**config.mk**
```make
export PLATFORM = sky130hd
export DESIGN_NAME = masked_byte_pattern_search_top
export DESIGN_NICKNAME = d
export VERILOG_FILES = /design/src/hw/rtl/mbps_pkg.sv /design/src/hw/rtl/mbps_pattern_store.sv /design/src/hw/rtl/mbps_window.sv /design/src/hw/rtl/mbps_compare.sv /design/src/hw/rtl/masked_byte_pattern_search_top.sv
export SDC_FILE = /design/constraint.sdc
export NUM_CORES = 2
export LEC_CHECK = 0
export BUFFER_PORTS_ARGS = -buffer_cell sky130_fd_sc_hd__buf_2
export CAP_MARGIN = 10
export CELL_PAD_IN_SITES_DETAIL_PLACEMENT = 0
export CELL_PAD_IN_SITES_GLOBAL_PLACEMENT = 1
export CORE_UTILIZATION = 34
export CTS_CLUSTER_DIAMETER = 60
export DETAILED_ROUTE_END_ITERATION = 7
export PLACE_DENSITY_LB_ADDON = 0.1
export SYNTH_ARGS = -nofsm -noshare
export SYNTH_HDL_FRONTEND = slang
export SYNTH_SLANG_ARGS = --single-unit
```
**constraint.sdc**
```tcl
create_clock -name clk -period 47.4 [get_ports clk]
set_input_delay 0 -clock clk [delete_from_list [all_inputs] [get_ports clk]]
set_output_delay 0 -clock clk [all_outputs]
set_load 0.005 [all_outputs]
```
**src/hw/rtl/mbps_pkg.sv**
```systemverilog
`default_nettype none

package mbps_pkg;

  // Store depth and byte counter width
  localparam int PATTERN_MAX = 64;
  localparam int COUNT_WIDTH = 32;

  // Fixed field widths
  localparam int IDX_W     = 6;
  localparam int BYTE_W    = 8;
  localparam int CFG_LEN_W = 7;
  localparam int ADDR_W    = 64;
  localparam int CFG_W     = 64;

  // Derived widths
  localparam int LEN_W  = $clog2(PATTERN_MAX + 1);
  localparam int WIDX_W = (PATTERN_MAX > 1) ? $clog2(PATTERN_MAX) : 1;
  localparam int DIFF_W = (COUNT_WIDTH > LEN_W) ? COUNT_WIDTH : LEN_W;

  typedef enum logic [0:0] {
    CFG_PATTERN_LENGTH = 1'b0,
    CFG_BASE_ADDRESS   = 1'b1
  } cfg_reg_t;

  typedef enum logic [0:0] {
    OP_WRITE_PATTERN = 1'b0,
    OP_SCAN_BYTE     = 1'b1
  } op_t;

  typedef struct packed {
    logic              op;
    logic [IDX_W-1:0]  pattern_index;
    logic [BYTE_W-1:0] pattern_byte;
    logic              care;
    logic [BYTE_W-1:0] data_byte;
    logic              last;
  } in_t;

  typedef struct packed {
    logic              found;
    logic [ADDR_W-1:0] match_address;
    logic              region_end;
  } out_t;

  // Write request into the pattern and care stores
  typedef struct packed {
    logic              en;
    logic [IDX_W-1:0]  idx;
    logic [BYTE_W-1:0] pattern_byte;
    logic              care;
  } pat_wr_t;

  typedef logic [PATTERN_MAX-1:0][BYTE_W-1:0] byte_vec_t;

  // Clamp the programmed length into 1..PATTERN_MAX
  function automatic logic [LEN_W-1:0] active_len(input logic [CFG_LEN_W-1:0] raw);
    logic [LEN_W-1:0] len;
    if (raw == '0) begin
      len = LEN_W'(1);
    end else if (int'(raw) > PATTERN_MAX) begin
      len = LEN_W'(PATTERN_MAX);
    end else begin
      len = LEN_W'(raw);
    end
    return len;
  endfunction

endpackage

`default_nettype wire

```
**src/hw/rtl/mbps_pattern_store.sv**
```systemverilog
`default_nettype none

module mbps_pattern_store (
  input  wire logic              clk,
  input  wire logic              rst,
  input  wire mbps_pkg::pat_wr_t wr,
  output mbps_pkg::byte_vec_t    pattern,
  output logic [mbps_pkg::PATTERN_MAX-1:0] care
);
  import mbps_pkg::*;

  // One register per position; a write to an index past the store is dropped
  for (genvar p = 0; p < PATTERN_MAX; p++) begin : g_entry
    always_ff @(posedge clk) begin
      if (wr.en && int'(wr.idx) == p) begin
        pattern[p] <= wr.pattern_byte;
      end
    end

    always_ff @(posedge clk) begin
      if (rst) begin
        care[p] <= 1'b0;
      end else if (wr.en && int'(wr.idx) == p) begin
        care[p] <= wr.care;
      end
    end
  end

endmodule

`default_nettype wire

```
**src/hw/rtl/mbps_window.sv**
```systemverilog
`default_nettype none

module mbps_window (
  input  wire logic                        clk,
  input  wire logic                        shift_en,
  input  wire logic [mbps_pkg::BYTE_W-1:0] data_byte,
  output mbps_pkg::byte_vec_t              view
);
  import mbps_pkg::*;

  byte_vec_t window;

  // View after the incoming byte is shifted in; entry 0 is the newest byte
  assign view[0] = data_byte;
  for (genvar i = 1; i < PATTERN_MAX; i++) begin : g_view
    assign view[i] = window[i-1];
  end

  always_ff @(posedge clk) begin
    if (shift_en) begin
      window <= view;
    end
  end

endmodule

`default_nettype wire

```
**src/hw/rtl/mbps_compare.sv**
```systemverilog
`default_nettype none

module mbps_compare (
  input  wire mbps_pkg::byte_vec_t                pattern,
  input  wire logic [mbps_pkg::PATTERN_MAX-1:0]   care,
  input  wire mbps_pkg::byte_vec_t                window,
  input  wire logic [mbps_pkg::LEN_W-1:0]         len,
  output logic                                    match
);
  import mbps_pkg::*;

  logic [PATTERN_MAX-1:0] ok;

  // Pattern position p lines up with window entry len-1-p
  for (genvar p = 0; p < PATTERN_MAX; p++) begin : g_pos
    localparam logic [LEN_W-1:0] POS = LEN_W'(p);
    logic             in_use;
    logic [LEN_W-1:0] sel;

    assign in_use = POS < len;
    assign sel    = len - POS - LEN_W'(1);
    assign ok[p]  = !in_use || !care[p] || (window[sel[WIDX_W-1:0]] == pattern[p]);
  end

  assign match = &ok;

endmodule

`default_nettype wire

```
**src/hw/rtl/masked_byte_pattern_search_top.sv**
```systemverilog
// Masked byte pattern search.
// Requests arrive on the in channel (valid/ready). A request with op set to
// write pattern stores one pattern byte and its care bit; a request with op
// set to scan feeds the next byte of the region, with last on its final byte.
// A scan request gives at most one result on the out channel: the first match
// of the region (found 1, base address plus start offset), or, when the region
// ends with no match, a not-found result with region_end set.
// Configuration (pattern length, base address) is written through cfg_we,
// cfg_index and cfg_data while the block is idle; a write takes effect at once.
// A request passes through the input register and then the result register.
// Throughput: one request per cycle while the receiver does not stall; compare,
// count and address add sit between the single input and result registers.
// Synchronous reset clears the care bits, byte count, match flag and the valid
// flags, and sets pattern length to one and base address to zero; pattern bytes
// stay unknown until written.
// When the receiver stalls, the result register holds; a full input register
// then holds its request and ready drops until the result is taken.
`default_nettype none

module masked_byte_pattern_search_top (
  input  wire logic                       clk,
  input  wire logic                       rst,
  input  wire logic                       in_valid,
  output logic                            in_ready,
  input  wire mbps_pkg::in_t              in_data,
  output logic                            out_valid,
  input  wire logic                       out_ready,
  output mbps_pkg::out_t                  out_data,
  input  wire logic                       cfg_we,
  input  wire mbps_pkg::cfg_reg_t         cfg_index,
  input  wire logic [mbps_pkg::CFG_W-1:0] cfg_data
);
  import mbps_pkg::*;

  // Configuration registers
  logic [CFG_LEN_W-1:0] pattern_length;
  logic [ADDR_W-1:0]    base_address;

  always_ff @(posedge clk) begin
    if (rst) begin
      pattern_length <= CFG_LEN_W'(1);
      base_address   <= '0;
    end else if (cfg_we) begin
      unique case (cfg_index)
        CFG_PATTERN_LENGTH: pattern_length <= cfg_data[CFG_LEN_W-1:0];
        CFG_BASE_ADDRESS:   base_address   <= cfg_data[ADDR_W-1:0];
        default: ;
      endcase
    end
  end

  // Input register
  logic s1_valid;
  in_t  s1_data;
  logic s1_adv;
  logic fire;

  assign s1_adv   = !out_valid || out_ready;
  assign in_ready = !s1_valid || s1_adv;
  assign fire     = s1_valid && s1_adv;

  always_ff @(posedge clk) begin
    if (rst) begin
      s1_valid <= 1'b0;
    end else if (in_ready) begin
      s1_valid <= in_valid;
    end
  end

  always_ff @(posedge clk) begin
    if (in_valid && in_ready) begin
      s1_data <= in_data;
    end
  end

  logic is_scan;
  assign is_scan = (op_t'(s1_data.op) == OP_SCAN_BYTE);

  // Pattern and care stores
  pat_wr_t                pat_wr;
  byte_vec_t              pattern;
  logic [PATTERN_MAX-1:0] care;

  assign pat_wr.en           = fire && !is_scan;
  assign pat_wr.idx          = s1_data.pattern_index;
  assign pat_wr.pattern_byte = s1_data.pattern_byte;
  assign pat_wr.care         = s1_data.care;

  mbps_pattern_store u_store (
    .clk     (clk),
    .rst     (rst),
    .wr      (pat_wr),
    .pattern (pattern),
    .care    (care)
  );

  // Sliding window; the compare sees it with this byte already shifted in
  byte_vec_t window_view;

  mbps_window u_window (
    .clk       (clk),
    .shift_en  (fire && is_scan),
    .data_byte (s1_data.data_byte),
    .view      (window_view)
  );

  logic [LEN_W-1:0] len;
  logic             window_hit;

  assign len = active_len(pattern_length);

  mbps_compare u_compare (
    .pattern (pattern),
    .care    (care),
    .window  (window_view),
    .len     (len),
    .match   (window_hit)
  );

  // Byte count and match flag for the current region
  logic [COUNT_WIDTH-1:0] byte_count;
  logic [COUNT_WIDTH-1:0] byte_count_next;
  logic                   match_seen;
  logic                   hit;
  logic                   has_result;
  logic [DIFF_W-1:0]      offset;
  out_t                   result;

  always_comb begin
    // Saturate rather than wrap
    byte_count_next = (byte_count != '1) ? byte_count + COUNT_WIDTH'(1) : byte_count;
    hit = !match_seen && (DIFF_W'(byte_count_next) >= DIFF_W'(len)) && window_hit;
    has_result = is_scan && (hit || (s1_data.last && !match_seen));
    offset = DIFF_W'(byte_count_next) - DIFF_W'(len);
    result.found         = hit;
    result.match_address = hit ? base_address + ADDR_W'(offset) : '0;
    result.region_end    = s1_data.last;
  end

  always_ff @(posedge clk) begin
    if (rst) begin
      byte_count <= '0;
      match_seen <= 1'b0;
    end else if (fire && is_scan) begin
      if (s1_data.last) begin
        // Region ends: drop count and flag, keep the window
        byte_count <= '0;
        match_seen <= 1'b0;
      end else begin
        byte_count <= byte_count_next;
        if (hit) begin
          match_seen <= 1'b1;
        end
      end
    end
  end

  // Result register
  always_ff @(posedge clk) begin
    if (rst) begin
      out_valid <= 1'b0;
    end else if (fire && has_result) begin
      out_valid <= 1'b1;
    end else if (out_ready) begin
      out_valid <= 1'b0;
    end
  end

  always_ff @(posedge clk) begin
    if (fire && has_result) begin
      out_data <= result;
    end
  end

endmodule

`default_nettype wire

```
# Yosys cells after proc, flatten, opt, wreduce, memory -nomap -nowiden
# Index checks and enable logic that the tools add are counted.
dict set report op_classes {
  addsub 129
  order_cmp 130
  n_eq_ne 128
  n_mux 136
  n_bitwise 1
  n_reduce_logical 344
}
# operator count
set op_table {}
lappend op_table {{$bmux W8 S6} 64}
lappend op_table {{$eq A8 B8 Y1} 64}
lappend op_table {{$mux W8} 64}
lappend op_table {{$lt A6 B7 Y1 const B} 64}
lappend op_table {{$sub A6 B1 Y6 const B} 64}
lappend op_table {{$lt A6 B7 Y1 const A} 32}
lappend op_table {{$eq A6 B6 Y1 const B} 32}
lappend op_table {{$sub A6 B6 Y6 const B} 32}
lappend op_table {{$logic_not A1 Y1} 132}
lappend op_table {{$logic_or A1 B1 Y1} 131}
lappend op_table {{$lt A5 B7 Y1 const A} 16}
lappend op_table {{$eq A6 B5 Y1 const B} 16}
lappend op_table {{$sub A6 B5 Y6 const B} 16}
lappend op_table {{$logic_and A1 B1 Y1} 73}
lappend op_table {{$add A64 B32 Y64} 1}
lappend op_table {{$mux W32} 2}
lappend op_table {{$reduce_and A64 Y1} 1}
lappend op_table {{$lt A4 B7 Y1 const A} 8}
lappend op_table {{$eq A6 B4 Y1 const B} 8}
lappend op_table {{$sub A6 B4 Y6 const B} 8}
lappend op_table {{$add A32 B1 Y32 const B} 1}
lappend op_table {{$ge A32 B7 Y1} 1}
lappend op_table {{$ne A32 B32 Y1 const B} 1}
lappend op_table {{$sub A32 B7 Y32} 1}
lappend op_table {{other kinds (16)} 36}
dict set report totals {
  ff_bits 1277
  inputBits 95
  elab_cells 1074
}

# Logic depth before layout (Yosys ltp)
dict set report depth {
  ltp_word 15
  ltp_mapped 39
}

# Cells and area by module
# A second synthesis with hierarchy kept.
dict set report unflattened {
  cells_unflattened 9430
  hier_area_um2 108470.3
}
# module n_inst cells_per_inst area_each_um2
set modules_own_cells {}
lappend modules_own_cells {mbps_compare 1 6796 63866.3}
lappend modules_own_cells {mbps_pattern_store 1 879 18524.0}
lappend modules_own_cells {mbps_window 1 512 15194.6}
lappend modules_own_cells {masked_byte_pattern_search_top 1 1243 10885.4}

# Least setup slack after synthesis
# No wires, ideal clock.
dict set report synth_timing {
  kind {register to register}
  start {register out_valid}
  end {register out_data[0] in the netlist's numbering, enable pin}
  arrival_time_ns 16.805
  required_ns 46.971
  path_slack_ns 30.167
  stages_incl_launch_ff 6
  path_buffers 1
  synth_period_minus_slack_ns 17.233
  cell_sequence {dfxtp_1 -> nand2b_1 -> nand3_1 -> inv_1 -> clkbuf_1 -> o21a_1}
}
dict set report synth_between {
  elab_chain_cells 4
}
# item line_no
set synth_rtl {}
lappend synth_rtl {{start, declared} masked_byte_pattern_search_top.sv:26} ;# output logic out_valid,
lappend synth_rtl {{start signal, assigned} masked_byte_pattern_search_top.sv:161} ;# out_valid <= 1'b0;
lappend synth_rtl {{start signal, assigned} masked_byte_pattern_search_top.sv:163} ;# out_valid <= 1'b1;
lappend synth_rtl {{start signal, assigned} masked_byte_pattern_search_top.sv:165} ;# out_valid <= 1'b0;
lappend synth_rtl {{$logic_not A1 Y1} masked_byte_pattern_search_top.sv:58} ;# assign s1_adv = !out_valid || out_ready;
lappend synth_rtl {{$logic_or A1 B1 Y1} masked_byte_pattern_search_top.sv:58}
lappend synth_rtl {{$logic_and A1 B1 Y1} masked_byte_pattern_search_top.sv:60} ;# assign fire = s1_valid && s1_adv;
lappend synth_rtl {{$logic_and A1 B1 Y1} masked_byte_pattern_search_top.sv:170} ;# if (fire && has_result) begin
lappend synth_rtl {{end signal, assigned} masked_byte_pattern_search_top.sv:171} ;# out_data <= result;
lappend synth_rtl {{end, declared} masked_byte_pattern_search_top.sv:28} ;# output mbps_pkg::out_t out_data,
# No other way between the ends.
# A chain may end at the register's enable or synchronous reset.

# Worst setup path in the final report
dict set report layout_timing {
  start {register pattern_length[1]}
  end {register out_data[7] in the netlist's numbering, enable pin}
}
dict set report layout_between {
  elab_chain_cells 14
  elab_cells_between_ends 585
}
# item line_no
set layout_rtl {}
lappend layout_rtl {{start, declared} masked_byte_pattern_search_top.sv:36} ;# logic [CFG_LEN_W-1:0] pattern_length;
lappend layout_rtl {{start signal, assigned} masked_byte_pattern_search_top.sv:45} ;# CFG_PATTERN_LENGTH: pattern_length <= cfg_data[CFG_LEN_W-1:0];
lappend layout_rtl {{$gt A7 B7 Y1} mbps_pkg.sv:61} ;# end else if (int'(raw) > PATTERN_MAX) begin
lappend layout_rtl {{$mux W7} mbps_pkg.sv:61}
lappend layout_rtl {{$mux W7 (*)} mbps_pkg.sv:59} ;# if (raw == '0) begin
lappend layout_rtl {{$sub A6 B1 Y6 (tied with other cells)} mbps_compare.sv:21} ;# assign sel = len - POS - LEN_W'(1);
lappend layout_rtl {{$sub A6 B1 Y6} mbps_compare.sv:21}
lappend layout_rtl {{$bmux W8 S6} mbps_compare.sv:22} ;# assign ok[p] = !in_use || !care[p] || (window[sel[WIDX_W-1:0]] == pattern[p]);
lappend layout_rtl {{$mux W8 (not written as such)} mbps_compare.sv:22}
lappend layout_rtl {{$eq A8 B8 Y1} mbps_compare.sv:22}
lappend layout_rtl {{$logic_or A1 B1 Y1} mbps_compare.sv:22}
lappend layout_rtl {{$reduce_and A64 Y1} mbps_compare.sv:25} ;# assign match = &ok;
lappend layout_rtl {{$logic_and A1 B1 Y1 (*)} masked_byte_pattern_search_top.sv:132} ;# hit = !match_seen && (DIFF_W'(byte_count_next) >= DIFF_W'(len)) && window_hit;
lappend layout_rtl {{$logic_or A1 B1 Y1 (*)} masked_byte_pattern_search_top.sv:133} ;# has_result = is_scan && (hit || (s1_data.last && !match_seen));
lappend layout_rtl {{$logic_and A1 B1 Y1 (*)} masked_byte_pattern_search_top.sv:133}
lappend layout_rtl {{$logic_and A1 B1 Y1 (*)} masked_byte_pattern_search_top.sv:170}
# Every way passes the cells marked *; elsewhere a longest branch is shown, timed or not. The select of a mux whose other input is x is not followed.

==> implementation parameters <==
Parameter                              Value

Synth
  Dominant combinational cell family by area after synthesis ... compound AO/OA/AOI/OAI gates
  Multiplexer area fraction after synthesis ... 15.1%
  Mapped cell area ... 105,000 um2
  Top FF cell, synth ... sky130_fd_sc_hd__edfxtp_1
  Async set-reset flop share out of synthesis ... 0%
  Seq/Total Area, Yosys ... 35.1%
  Count of unique library cells instantiated by Yosys ... 112
  Complex-gate fraction of the synthesized area ... 22.1%
  Adder and majority cell fraction of the synthesized area ... 0.670%
  Yosys warns ... 0
  EDFF count, synth ... 1,107
  Post-Synth XOR/XNOR Area ... 9.66%
  Average instance area after synthesis ... 9.65 um2
  Synthesized instance count ... 10.8k
  Synthesized netlist net count ... 11.0k
  Synth Area in Simple Gates ... 13.3%
  Number of storage elements in the synthesis netlist ... 1,277

Hold path
  Kind of path behind the tightest hold check ... input port to register
  Min-Delay Path Depth ... 4
  Startpoint of the tightest hold check path ... cfg_data[2]
  Worst Hold Endpoint ... pattern_length[2]

Floorplanning
  Vertical die dimension ... 556 um
  Die Span X ... 556 um
  Total number of placement rows ... 203
  Starting density of the core ... 34.2%
  Floorplan die area ... 310,000 um2
  Boundary Pins ... 163
  Placeable Area ... 306,000 um2

Critical path
  Endpoint of the worst register-to-register path ... out_data[7]
  Element type at the critical path end ... register
  Maximum fanout along the worst path ... 66
  Data arrival, critical path ... 11,680 ps
  Worst reg2reg path depth ... 23
  Crit Reg-Reg Startpoint ... pattern_length[1]
  Critical Path Source Type ... register
  Worst EP required ... 47,930 ps
  Crit Path Category ... register to register
  Slack of the worst reg-to-reg path ... 36,250 ps

Drt
  DR vias/cell ... 7.12
  Detail Route Antenna Nets ... 0
  Starting DRT DRC Count ... 17.6k
  Total length of routed wires ... 760,000 um
  Average routed wire per standard cell ... 49.2 um
  Number of vias in the routed layout ... 110k
  DRT Pass-1 Iters ... 8
  Final routed DRC violation total ... 1

Clock tree
  Clk pin slew, worst setup/hold paths ... 60 ps
  Num Clock Sinks ... 1,277
  Post-CTS sizing ... 0
  Buffer depth of the longest clock path ... 4
  Setup bufs post-CTS ... 0
  Worst skew pair latency ... 930 ps
  Clock Root Buffer ... sky130_fd_sc_hd__clkbuf_16
  Total CTS buffers ... 189
  Number of levels in the clock H-tree ... 4
  CTS hold repair buffers ... 309
  TritonCTS clock tree ... built

STA
  Share of the clock period used by the worst path ... 23.5%
  Actual slew at the worst max-slew pin ... 1440 ps
  Highest clock rate ... 89.7 MHz
  RSZ-0062 raised after global routing ... false
  Max-slew headroom ... 1.11%
  Final worst slack ... 36,250 ps
  Final-report setup violation count ... 0
  Number of hold violations in the final report ... 0
  Setup Total Neg Slack ... 0 ps
  Min Tclk post-route ... 11,150 ps
  Post-Route Skew ... 76.6 ps
  Number of max-slew violations in the final report ... 0

Global route
  Gr usage total ... 47.3%
  Antenna violations before repair ... 69
  Via count of the first global-routing pass ... 99.7k
  Pin count of the biggest net entering global routing ... 113
  First-pass GRT wire length ... 982,000 um
  Overflow after GRT ... 0

Run status
  Outcome ... finished with violations
  Violated checks ... design-rule violations, max-capacitance violations

Placement
  Quantity of I/O buffers inserted on ports ... 162
  Worst slack at placement ... 36,770 ps
  Detailed Place HPWL ... 571,000 um
  Final weighted congestion in routability-driven placement ... 1.10

Cells and area
  Highest-count cells in the layout ignoring fill and taps ... 1,107 x sky130_fd_sc_hd__edfxtp_1, 906 x sky130_fd_sc_hd__mux2i_1, 730 x sky130_fd_sc_hd__nand2_1
  Number of fill cells ... 30.0k
  Final layout net count ... 11.3k
  Share of post-route cells with drive strength above 1 ... 16.3%
  Most common cell after layout, fill and taps aside ... sky130_fd_sc_hd__edfxtp_1
  Layout Utilization ... 39.9%
  P&R area growth vs syn ... 16.8%

Power
  Leakage power ... 41.6 nW
  P per Cell Area ... 37.7 nW/um2
  Clock Power Share ... 31.8%
  Sw Share ... 42.8%
  Sequential fraction of design power ... 27.7%
  Switching power ... 1.97 mW
  Internal Pwr Total ... 2.63 mW
  Part of the power in combinational logic ... 40.5%
  Worst vdd ir ... 0.0271 mV

Flow run
  Max Cap Violations ... 1
[synthesized netlist by cell type (all sizes together) (50+ instances only)]
master / count / area share [%]
mux2: 289 / 3.1
a221oi: 296 / 2.5
edfxtp: 1107 / 32
inv: 74 / 0.27
ha: 52 / 0.62
nand4: 227 / 1.4
a21oi: 454 / 2.2
a22oi: 95 / 0.68
o21ai: 468 / 2.2
a211oi: 130 / 0.95
a2bb2oi: 60 / 0.50
a22o: 72 / 0.60
o31ai: 55 / 0.40
xnor2: 621 / 5.2
mux4: 138 / 3.0
o221ai: 122 / 1.0
nand2b: 50 / 0.30
a21o: 55 / 0.40
mux2i: 938 / 9.0
o211ai: 334 / 2.4
o221a: 66 / 0.71
nor2b: 183 / 1.1
and2: 161 / 0.96
and3: 94 / 0.56
a32oi: 64 / 0.54
o22ai: 385 / 2.3
clkbuf: 564 / 2.0
dfxtp: 170 / 3.3
nor3: 154 / 0.75
nor2: 453 / 1.6
nand3: 280 / 1.3
or3: 72 / 0.43
a31oi: 173 / 1.0
xor2: 529 / 4.4
nor4: 188 / 1.2
nand2: 744 / 2.7
buf: 370 / 1.8
a221o: 80 / 0.77
[worst max-delay path, cell delays in order, from the launching register on]
cell	delay (ps)
sky130_fd_sc_hd__dfxtp_4	460
sky130_fd_sc_hd__nor4_4	380
sky130_fd_sc_hd__buf_12	350
sky130_fd_sc_hd__a21oi_4	230
sky130_fd_sc_hd__ha_4	840
sky130_fd_sc_hd__buf_4	710
sky130_fd_sc_hd__nand2_1	190
sky130_fd_sc_hd__o21ai_4	290
sky130_fd_sc_hd__buf_4	430
sky130_fd_sc_hd__buf_4	500
sky130_fd_sc_hd__a221oi_1	200
sky130_fd_sc_hd__o221ai_2	770
sky130_fd_sc_hd__mux2i_1	230
sky130_fd_sc_hd__mux2_2	340
sky130_fd_sc_hd__mux2i_1	180
sky130_fd_sc_hd__xnor2_1	150
sky130_fd_sc_hd__nand4_1	100
sky130_fd_sc_hd__o2111ai_1	1110
sky130_fd_sc_hd__nand4_1	170
sky130_fd_sc_hd__or4_1	570
sky130_fd_sc_hd__or4_1	590
sky130_fd_sc_hd__nor4_4	280
sky130_fd_sc_hd__buf_4	570
sky130_fd_sc_hd__o21a_4	830
[state kept, by name, summed over array words and instances, names as in the netlist]
signal           cells
u_store.care        64
pattern_length       7
s1_data              8
u_store.pattern    512
result               1
s1_valid             1
match_seen           1
out_data            66
byte_count          32
u_window.view      504
base_address        64
pat_wr              15
out_valid            1
is_scan              1
[worst max path at each step]
stage                           start      endpoint  slack, ps  depth (start not counted)
floorplan                   out_valid   out_data[0]      30170                          5
global placement    pattern_length[1]  out_data[50]      36780                         23
detailed placement  pattern_length[1]  out_data[50]      36770                         23
CTS                 pattern_length[1]  out_data[65]      36770                         23
global route        pattern_length[1]  out_data[30]      36200                         23
finish              pattern_length[1]   out_data[7]      36250                         23
[layout make-up]
cell class | instances | area [um2] | share of cell area, %
Antenna cell | 54 | 135 | 0.111
Timing Repair Buffer | 1043 | 8410 | 6.89
Inverter | 78 | 329 | 0.270
Clock buffer | 232 | 5020 | 4.12
Tap cell | 4100 | 5130 | 4.20
Multi-Input combinational cell | 8539 | 65100 | 53.3
Sequential cell | 1277 | 36700 | 30.0
Clock inverter | 113 | 1280 | 1.05
[power groups by stage]
stage               logic (mW)  clock network [mW]  registers (mW)
CTS                       1.77                1.48            1.27
global route              1.86                1.51            1.27
detailed placement        1.75                   0            1.29
finish                    1.86                1.47            1.27
global placement          1.74                   0            1.29
floorplan                0.924                   0            1.29
[cells by family (layout without fill, tap and decap cells)]
logic type	Yosys count	after routing
fa+ha+maj	55	55
buf+inv	1012	1466
simple gates	2743	2743
xor+xnor	1150	1150
mux	1365	1365
compound gates	3226	3226
flops	1277	1277
other cells	0	54
[metrics by stage]
step	area (um2)	hold WS, ps	power [mW]	std cells
2_1_floorplan	105000	98.9	2.21	10800
3_3_place_gp	112000	176	3.04	14700
3_5_place_dp	112000	178	3.04	14700
4_1_cts	122000	68.8	4.51	15400
5_1_grt	122000	120	4.64	15400
6_report	122000	94.4	4.60	15400
[metal layers]
layer | vias to the layer above | track usage (%) | part of all wire, %
li1 | 43300 | - | -
met1 | 55700 | 56.3 | 37
met2 | 8747 | 65.1 | 39
met3 | 2123 | 20.7 | 14
met4 | 22 | 38.8 | 9.9
met5 | - | 0 | 0.021
Note: power is estimated with default switching activity, not from simulation.
